<file path="src/hw/rtl/kera_pkg.sv">
// Shared types and constants for the keyed event-rate anomaly detector.
package kera_pkg;

    localparam int KEY_W      = 64;
    localparam int COUNT_W    = 16;
    localparam int FIX_W      = 24;
    localparam int USED_OUT_W = 11;
    localparam int CFG_IDX_W  = 1;
    localparam int CFG_DATA_W = 16;

    localparam logic CMD_RECORD = 1'b0;
    localparam logic CMD_QUERY  = 1'b1;

    localparam logic [CFG_IDX_W-1:0] CFG_WINDOW_EVENTS   = 1'b0;
    localparam logic [CFG_IDX_W-1:0] CFG_SCORE_THRESHOLD = 1'b1;

    localparam logic [COUNT_W-1:0] WINDOW_EVENTS_RST   = 16'd50;
    localparam logic [COUNT_W-1:0] SCORE_THRESHOLD_RST = 16'd768;
    localparam logic [COUNT_W-1:0] COUNT_SAT           = 16'hFFFF;

    // Q16.8 constants: 1.0 and 0.1 (rounded to nearest)
    localparam logic [FIX_W-1:0] Q_ONE     = 24'd256;
    localparam logic [FIX_W-1:0] Q_MIN_DEV = 24'd26;

    typedef struct packed {
        logic             command;
        logic [KEY_W-1:0] process_key;
    } item_t;

    typedef struct packed {
        logic                  status;
        logic                  anomalous;
        logic                  recalibrated;
        logic [USED_OUT_W-1:0] entries_used;
    } result_t;

    typedef struct packed {
        logic [COUNT_W-1:0] window_events;
        logic [COUNT_W-1:0] score_threshold;
    } cfg_t;

    typedef struct packed {
        logic               calibrated;
        logic [COUNT_W-1:0] window_count;
        logic [FIX_W-1:0]   mean;
        logic [FIX_W-1:0]   deviation;
    } stat_t;

endpackage

</file>
<file path="src/hw/rtl/kera_front.sv">
// Front end: takes transactions, masks the key and holds the configuration registers.
module kera_front #(
    parameter int KEY_BITS = 64
) (
    input  logic                                  clk,
    input  logic                                  rst_n,
    input  logic                                  start,
    input  kera_pkg::item_t                       item,
    input  logic                                  cfg_we,
    input  logic [kera_pkg::CFG_IDX_W-1:0]        cfg_index,
    input  logic [kera_pkg::CFG_DATA_W-1:0]       cfg_data,
    input  logic                                  q_full,
    output logic                                  push,
    output kera_pkg::item_t                       push_data,
    output logic                                  busy,
    output kera_pkg::cfg_t                        cfg
);
    import kera_pkg::*;

    localparam logic [KEY_W-1:0] KEY_MASK = {KEY_W{1'b1}} >> (KEY_W - KEY_BITS);

    cfg_t cfg_reg;

    assign busy                  = q_full;
    assign push                  = start && !q_full;
    assign push_data.command     = item.command;
    assign push_data.process_key = item.process_key & KEY_MASK;
    assign cfg                   = cfg_reg;

    always_ff @(posedge clk or negedge rst_n)
    begin
        if (!rst_n)
        begin
            cfg_reg.window_events   <= WINDOW_EVENTS_RST;
            cfg_reg.score_threshold <= SCORE_THRESHOLD_RST;
        end
        else if (cfg_we)
        begin
            case (cfg_index)
                CFG_WINDOW_EVENTS:   cfg_reg.window_events   <= cfg_data;
                CFG_SCORE_THRESHOLD: cfg_reg.score_threshold <= cfg_data;
                default:             cfg_reg                 <= cfg_reg;
            endcase
        end
    end

endmodule

</file>
<file path="config.mk">
export PLATFORM = sky130hd
export DESIGN_NAME = kera_front
export DESIGN_NICKNAME = d
export VERILOG_FILES = /design/src/hw/rtl/kera_pkg.sv /design/src/hw/rtl/kera_front.sv
export SDC_FILE = /design/constraint.sdc
export NUM_CORES = 1
export LEC_CHECK = 0
export ABC_AREA = 1
export BUFFER_PORTS_ARGS = -buffer_cell sky130_fd_sc_hd__buf_4
export CAP_MARGIN = 20
export CORE_MARGIN = 4
export CORE_UTILIZATION = 38
export DETAILED_ROUTE_END_ITERATION = 6
export PLACE_DENSITY = 0.85
export SLEW_MARGIN = 20
export SYNTH_ARGS = -nofsm -noshare
export SYNTH_HDL_FRONTEND = slang
export SYNTH_SLANG_ARGS = --single-unit
</file>
<file path="constraint.sdc">
create_clock -name clk -period 1.5 [get_ports clk]
set_clock_uncertainty 0.1 [all_clocks]
set_input_delay 0.15 -clock clk [delete_from_list [all_inputs] [get_ports clk]]
set_output_delay 0.15 -clock clk [all_outputs]
set_load 0.02 [all_outputs]
</file>
==> impl_metrics.ini <==
[placement]
io_buffers = 55
globalplace.congestion = 0.768
dpl_cell_area_mm2 = 0.00173
dp_hpwl_um = 2860

[floorplan]
die-area_mm2 = 0.00597
start_util = 0.404
io-pin-count = 186
die_h_um = 77.2
fp-row-count = 24
die_x_um = 77.2
fp.coreArea_mm2 = 0.00450

[critical_path]
crit_arrival_ns = 0.95
cp_slowest_cell = dfstp_2
path_delay_family = flip-flops
critical_path_buf_inv_count = 1
required_ns = 1.25
critPathLaunchType = flip-flop
crit_fanout = 2
crit_start = cfg[20]$_DFFE_PN1P_
path_cells = buf_4
rr_startpoint = cfg[8]$_DFFE_PN1P_
worstSetupPathType = flip-flop to primary output
worstSetupEndpointType = primary output
crit_path_max_incr_delay_ns = 0.54

[synth]
syn_area_mm2 = 0.00182
synthFlopType = dfrtp_1
yosys_warnings = 0
syn_avg_cell_area_um2 = 8.76
yosys.area.top_type_share = 0.371
synth_cells = 208
yosysMostFrequentCell = buf_4
synth_top_area_cell = dfrtp_1
yosys_register_bits = 32
ys_seq_area_frac = 0.443
synthArstFlopShare = 1.00
yosys-top-cells-area = dfrtp_1, buf_4, nand2_1
synth_commonest_cells = buf_4, nand2_1, nand3_1
synth_edf_count = 0
netlist-cell-type-count = 12
syn-num-nets = 295

[clocking]
post-cts-setup-buffer-count = 0
cts_buffers = 5
insertion_delay_ns = 0.28
cts_tree = done
cts_buffer_depth = 2
cts_root_buf = clkbuf_8
cts.sinks = 32
h-tree-depth = 2
clk_pin_slew_ns = 0.06

[global_routing]
grt_use_met3 = 0.0773
grtUsageTotal = 0.138
grtUsageMet1 = 0.151
grt.overflow.total = 0
grt_busiest_layer = met2
grt_pass1_vias = 1241
use_met2 = 0.200
antenna_found_initial = 0
grt_first_pass_wirelength_um = 6380
grt_max_degree = 35

[timing]
rsz0062_at_grt = false
max_freq_ghz = 0.831
finalCritPeriodShare = 0.802
finalMaxSlewViolations = 0
relSlewSlack = 0.732
worstMarginPinSlew_ns = 0.402
setup_tns_ns = 0
period_needed_ns = 1.20
hold_viol_final = 0
setup_violations = 0

[final_layout]
final_nets = 283
final_cell_area_mm2 = 0.00183
fillers = 455
fin_util = 0.407
drive_above_1_share = 0.350
largest_register_ff_count = 32
diodes = 0
synthToLayoutAreaGrowth_pct = 0.618

[power]
p_per_area_mw_per_mm2 = 1240
leakagePower_uw = 0.00100
vdd.ir_drop.worst_v = 0.000347

[detailed_routing]
routedWlPerCell_um = 15.4
drt_iter0_markers = 145
ant_nets = 0
vias = 1202
drc = 0
wl_um = 3840
dr.pass1.iters = 4
viasPerCell = 4.83

[run]
maxCapViolCount = 0

[hold_path]
hold_path.class = input port to flip-flop
hp-start = cfg_data[4]

[status]
run_status = completed
## power breakdown
group	total [uW]	switching, uW	internal (uW)	leakage [uW]
combinational	548	321	226	0.000569
sequential	1060	70.6	984	0.000386
clock	663	289	373	0.0000455
total	2270	681	1580	0.00100
## per-stage QoR
step	hold WS, ns	std cells	power (uW)	setup WS, ns
2_1_floorplan	-0.246	208	1600	0.658
3_3_place_gp	-0.000467	240	1610	0.485
3_5_place_dp	0.00655	240	1620	0.467
4_1_cts	0.00482	249	2300	0.273
5_1_grt	0.00616	249	2400	0.253
6_report	0.0119	249	2270	0.296
## layout make-up
cell class | instances | area, um^2 | share of cell area
clock buffer | 8 | 90.1 | 0.0491
sequential | 32 | 807 | 0.440
multi-input combinational | 99 | 435 | 0.238
inverter | 2 | 12.5 | 0.00683
timing repair buffer | 56 | 423 | 0.231
tap | 52 | 65.1 | 0.0355
## cells in the final DEF (no fill, tap or decap)
master,n
nor2_1,1
dfstp_2,5
dlygate4sd3_1,1
clkbuf_8,6
nand2_4,1
dfrtp_1,27
inv_6,1
nand3_1,32
buf_4,55
nand2_1,64
nand2_8,1
inv_1,1
clkbuf_1,2
## timing repair
item / 4_1_cts / 5_1_grt
hold endpoints to repair: 27 / 0
resized for setup: 0 / 0
hold buffers: 1 / 0
## kinds of logic after synthesis
group | count (synthesis) | synth area share
simple gates | 99 | 0.239
flops | 32 | 0.443
buf+inv | 77 | 0.318
## final timing paths
| kind | end | slack, ns | depth (start not counted) |
|---|---|---|---|
| max in group asynchronous | cfg[8]$_DFFE_PN1P_ | 0.72 | 2 |
| max | cfg[20] | 0.30 | 1 |
| min | cfg[20]$_DFFE_PN1P_ | 0.01 | 3 |
| min reg2reg | cfg[17]$_DFFE_PN1P_ | 0.37 | 2 |
| min in group asynchronous | cfg[13]$_DFFE_PN0P_ | 0.25 | 2 |
| max reg2reg | cfg[8]$_DFFE_PN1P_ | 0.69 | 2 |
## per-layer routing
layer	vias up	part of all wire
met5	-	0
met2	52	0.45
met4	0	0.040
met3	28	0.13
li1	560	-
met1	562	0.38
Power figures use the tool's default switching activity.
