===== src/hw/rtl/kera_pkg.sv =====
// Shared types and constants for the keyed event-rate anomaly detector.
package kera_pkg;

    localparam int KEY_W      = 64;
    localparam int COUNT_W    = 16;
    localparam int FIX_W      = 24;
    localparam int USED_OUT_W = 11;
    localparam int CFG_IDX_W  = 1;
    localparam int CFG_DATA_W = 16;

    localparam logic CMD_RECORD = 1'b0;
    localparam logic CMD_QUERY  = 1'b1;

    localparam logic [CFG_IDX_W-1:0] CFG_WINDOW_EVENTS   = 1'b0;
    localparam logic [CFG_IDX_W-1:0] CFG_SCORE_THRESHOLD = 1'b1;

    localparam logic [COUNT_W-1:0] WINDOW_EVENTS_RST   = 16'd50;
    localparam logic [COUNT_W-1:0] SCORE_THRESHOLD_RST = 16'd768;
    localparam logic [COUNT_W-1:0] COUNT_SAT           = 16'hFFFF;

    // Q16.8 constants: 1.0 and 0.1 (rounded to nearest)
    localparam logic [FIX_W-1:0] Q_ONE     = 24'd256;
    localparam logic [FIX_W-1:0] Q_MIN_DEV = 24'd26;

    typedef struct packed {
        logic             command;
        logic [KEY_W-1:0] process_key;
    } item_t;

    typedef struct packed {
        logic                  status;
        logic                  anomalous;
        logic                  recalibrated;
        logic [USED_OUT_W-1:0] entries_used;
    } result_t;

    typedef struct packed {
        logic [COUNT_W-1:0] window_events;
        logic [COUNT_W-1:0] score_threshold;
    } cfg_t;

    typedef struct packed {
        logic               calibrated;
        logic [COUNT_W-1:0] window_count;
        logic [FIX_W-1:0]   mean;
        logic [FIX_W-1:0]   deviation;
    } stat_t;

endpackage


===== src/hw/rtl/kera_queue.sv =====
// Two-entry queue between the front end and the engine.
module kera_queue (
    input  logic           clk,
    input  logic           rst_n,
    input  logic           push,
    input  kera_pkg::item_t push_data,
    input  logic           pop,
    output kera_pkg::item_t head,
    output logic           empty,
    output logic           full
);
    import kera_pkg::*;

    item_t      slot_reg [2];
    logic       wr_ptr_reg;
    logic       rd_ptr_reg;
    logic [1:0] count_reg;

    assign head  = slot_reg[rd_ptr_reg];
    assign empty = (count_reg == 2'd0);
    assign full  = (count_reg == 2'd2);

    always_ff @(posedge clk)
    begin
        if (push && !full)
        begin
            slot_reg[wr_ptr_reg] <= push_data;
        end
    end

    always_ff @(posedge clk or negedge rst_n)
    begin
        if (!rst_n)
        begin
            wr_ptr_reg <= 1'b0;
            rd_ptr_reg <= 1'b0;
            count_reg  <= 2'd0;
        end
        else
        begin
            if (push && !full)
            begin
                wr_ptr_reg <= ~wr_ptr_reg;
            end
            if (pop && !empty)
            begin
                rd_ptr_reg <= ~rd_ptr_reg;
            end
            case ({push && !full, pop && !empty})
                2'b10:   count_reg <= count_reg + 2'd1;
                2'b01:   count_reg <= count_reg - 2'd1;
                default: count_reg <= count_reg;
            endcase
        end
    end

endmodule


===== config.mk =====
export PLATFORM = sky130hd
export DESIGN_NAME = kera_queue
export DESIGN_NICKNAME = d
export VERILOG_FILES = /design/src/hw/rtl/kera_pkg.sv /design/src/hw/rtl/kera_queue.sv
export SDC_FILE = /design/constraint.sdc
export NUM_CORES = 1
export LEC_CHECK = 0
export ABC_AREA = 1
export BUFFER_PORTS_ARGS = -buffer_cell sky130_fd_sc_hd__buf_2
export CAP_MARGIN = 5
export CORE_ASPECT_RATIO = 0.6
export CORE_MARGIN = 4
export CORE_UTILIZATION = 34
export CTS_CLUSTER_DIAMETER = 80
export CTS_CLUSTER_SIZE = 30
export DETAILED_ROUTE_END_ITERATION = 8
export MAX_ROUTING_LAYER = met4
export PLACE_DENSITY = 0.55
export SLEW_MARGIN = 20
export SYNTH_ARGS = -nofsm -noshare
export SYNTH_HDL_FRONTEND = slang
export SYNTH_SLANG_ARGS = --single-unit

===== constraint.sdc =====
create_clock -name clk -period 8.7 [get_ports clk]
set_input_delay 1.305 -clock clk [delete_from_list [all_inputs] [get_ports clk]]
set_output_delay 1.305 -clock clk [all_outputs]
set_load 0.01 [all_outputs]

==> flow_results.org <==
** Placement
- Input and output buffers added on the ports amount to around 140.
- Summed over all nets, the half-perimeter wirelength after detailed placement is 6603 um.
- At the end of routability-driven placement, the weighted congestion stood at ~0.70.
- Once placement finished, the instance area stood at between 0.005 and 0.006 mm^2.

** Clocking
- Buffer cell driving the clock tree root :: clkbuf_16
- Clock Tree Buf Depth :: 2
- Clock tree from TritonCTS :: done
- Hold buffer count at cts :: 0
- Buffers inserted during clock tree synthesis total 17.
- The H-tree generated during clock tree synthesis spans 4 levels.
- Setup fix buffers added after clock tree synthesis :: 0
- # clock sinks :: 134
- The clock reaches the later pin of the worst-skew pair after 0.40 ns.
- After clock tree synthesis, the clock-pin slew on the worst setup and hold paths is ~0.060 ns.
- Cells resized by post-CTS repair :: 0

** Power and ir drop
- The internal portion of the total power is 0.001536 W.
- Cell leakage power :: 2.768 nW
- The share of total power dissipated in combinational logic is 0.291.
- In this run the power density over the cells is 355.4 mW/mm^2.
- The share of total power dissipated in the clock network is 0.304.
- Net switching power :: around 0.00073 W
- IR Drop Worst-Case VDD :: ~0.20 mV
- Flop pwr share :: 0.405
- Of the total power, the share spent switching nets is 0.3237.

** Synth
- Sequential fraction of the synthesis area :: 0.8091
- Leading register cell type out of synthesis :: edfxtp_1
- Cell types with the largest area share after synthesis :: edfxtp_1 (79%), nand2_1 (16%), dfrtp_1 (2.0%)
- Share of Yosys cell area claimed by the top area cell type :: 0.7889
- Simple-gate area share of the yosys netlist :: 0.1613
- Post-Syn Instances :: 372
- The area fraction in compound gates after synthesis is 0.001011.
- Combinational family with the most area after synthesis :: simple AND/OR/NAND/NOR gates
- Of the total synthesized cell area, the portion taken by full adders, half adders and majority gates is 0.002528.
- Synth area leader :: edfxtp_1
- Count leader, synth :: nand2_1
- Count of distinct cell types in the synthesized netlist :: 13
- Number of synthesized register bits :: between 100 and 150
- The number of nets in the synthesized netlist is 442.
- Number of flops mapped to enable cells by yosys :: 130
- Post-Synthesis Cell Area :: roughly 0.0049 mm^2
- Most used standard cells in the synthesized netlist :: nand2_1 (205), edfxtp_1 (130), buf_2 (9)
- In the synthesized netlist the async set-or-reset flop fraction comes to 0.02985.
- After synthesis, the mean cell area works out to 13.30 um^2.
- Multiplexer share of the synthesized area :: 0
- Number of warnings reported in the yosys synthesis log :: 0
- Of the total synthesized cell area, the portion taken by XOR and XNOR cells is 0.001770.

** Worst setup path
- Most used cell, CP :: nand2_1
- On the worst path, the slowest cell contributes a delay of 0.58 ns.
- The worst setup path is launched from a flop.
- STA classifies the critical path endpoint as a primary output.
- STA puts the critical path data arrival time at 1.77 ns.
- Across all register-to-register paths, the minimum setup slack is 6.39 ns.
- Cell breakdown of the critical path :: buf_4 -> nand2_1 -> nand2_1 -> buf_2
- Req. time, crit path :: between 7 and 8 ns
- Critical path class :: reg -> out
- Largest fanout on the critical path :: 66
- For this design, the slowest cell found on the critical path is buf_4.

** Route
- Routed wire length :: roughly 10000 um
- Detailed routing inserted a total of 3060 vias.
- The count of nets left with antenna violations once routing finished came out at 0.
- Dividing the detail-routed via count by the number of cells gives between 4 and 5.
- Detailed-router iteration count before antenna repair :: 5
- Number of design rule violations left after detail routing :: 0
- Average wire per cell in the routed design :: 14.50 um
- The first routing iteration left 165 violations.

** GRT
- The number of global-route vias before repair is 3084.
- The number of antenna violations at the first check in global routing is 2.
- Grt total ovfl :: 0
- In the global route stage, met3 resource usage came out at 0.05409.
- For met2 alone, demand over resource in global routing was 0.1919.
- Met1 usage in global routing :: 0.1668
- Gr busiest metal :: met2
- Aggregate global-route resource usage :: 0.1322
- Entering global routing, the biggest net connects 67 pins.
- The first global-routing pass estimated between 15000 and 20000 um of wire.

** Job
- Reported max-cap violation count :: 0

** STA
- Summed over all failing endpoints, the final setup total negative slack is 0 ns.
- After layout, the minimum clock period comes to 3.078 ns.
- Slew Viols, Final :: 0
- Setup repair after global routing left no endpoint under its margin.
- Setup violations remaining at the end of the flow were counted as 0.
- For the pin with the worst max-slew slack, the measured transition is ~0.96 ns.
- Worst slew margin relative to its limit :: 0.3611
- Derived from the worst setup path, the maximum achievable clock frequency is roughly 320 MHz.
- Clock skew on the completed layout was measured at between 0.01 and 0.015 ns.
- The tightest hold path in the finished design has a slack of 0.4938 ns.
- Period Utilization, post-route :: 0.3538
- The final hold violation count came to 0.

** Floorplanning
- The die covers roughly 0.017 mm^2.
- Horiz. Die Dim :: between 150 and 200 um
- For this configuration, the core starts out at a cell density of 0.3546.
- Core ar. :: 0.01396 mm^2
- Number of rows in the core area :: 33
- In this run the vertical extent of the chip is a little over 100 um.
- Pin placement for this block handled 136 I/O pins.

** Cells and area
- The finished cells cover about 0.0064 mm^2.
- At the end of the flow the core is filled with cells to 0.4578.
- Final net count :: 585
- Sequential cell area :: roughly 0.004 mm^2
- Share of cells above drive strength 1 :: 0.3270
- The multi-input combinational cells in the finished layout cover a total of ~830 um^2.
- Layout area overhead :: 29.10%
- Filler cells :: 1304
- Largest register FFs :: 130

** Hold path
- Min-delay worst type :: reg -> reg

** Status
- Run status :: completed
-- logic make-up (layout without fill, tap and decap cells) --
logic type,Yosys count,count (layout)
AOI/OAI and AO/OA,1,1
xor gates and xnor gates,1,1
and+or+nand+nor,211,211
DFF,134,134
other,0,2
buffers and inverters,24,178
adders and majority gates,1,1
-- critical path: cells and delay by family (launching register included) --
kind | cells | cell delay [ns]
buffers and inverters | 2 | 0.72
flip-flops | 1 | 0.38
AND/OR/NAND/NOR | 2 | 0.25
-- stage by stage --
| stage | setup WS [ns] | cells | power [W] |
|---|---|---|---|
| global placement | 5.440 | 688 | 0.001602 |
| detailed placement | 5.405 | 688 | 0.001614 |
| CTS | 5.571 | 718 | 0.002308 |
| floorplan | 4.091 | 372 | 0.001340 |
| global route | 5.460 | 720 | 0.002418 |
| finish | 5.622 | 720 | 0.002271 |
-- layer usage --
metal	up-vias	part of all wire
li1	1538	-
met1	1414	0.46
met2	100	0.44
met3	8	0.086
met4	0	0.0077
met5	-	0
-- power by group through the flow --
stage	Sequential [W]	Combinational, W	Clock [W]
after global routing	0.000930	0.000751	0.000737
after floorplan	0.000933	0.000407	0
final	0.000919	0.000662	0.000690
after CTS	0.000920	0.000682	0.000705
after global placement	0.000926	0.000677	0
after detailed placement	0.000932	0.000681	0
-- layout by cell type (no fill, tap or decap), drive strengths merged --
cell type,netlist,layout
nand2,205,205
buf,14,138
edfxtp,130,130
nor2,2,2
bufinv,0,3
inv,10,10
clkinvlp,0,1
ha,1,1
clkbuf,0,19
xnor2,1,1
nand3,3,3
dfrtp,4,4
o21ai,1,1
nand4,1,1
diode,0,2
clkinv,0,7
-- final cells by class --
class                   instances  area share
clock buffers                  19     0.06776
well taps                     192     0.03760
clock inverters                11     0.02115
diodes                          2   0.0007834
multi-input cells             214      0.1302
flip-flops and latches        134      0.6269
inverters                      10    0.006267
repair buffers                138      0.1093
-- final timing paths --
path,from,endpoint,cells after the start
worst max-delay path,rd_ptr_reg$_DFFE_PN0P_,head[50],4
min in group asynchronous,rst_n,count_reg[1]$_DFFE_PN0P_,1
worst min register to register,count_reg[1]$_DFFE_PN0P_,count_reg[1]$_DFFE_PN0P_,2
worst max register to register,count_reg[0]$_DFFE_PN0P_,slot_reg[1][44]$_DFFE_PP_,3
max in group asynchronous,rst_n,rd_ptr_reg$_DFFE_PN0P_,1
worst min-delay path,count_reg[1]$_DFFE_PN0P_,count_reg[1]$_DFFE_PN0P_,2
(Power assumes the default switching activity.)
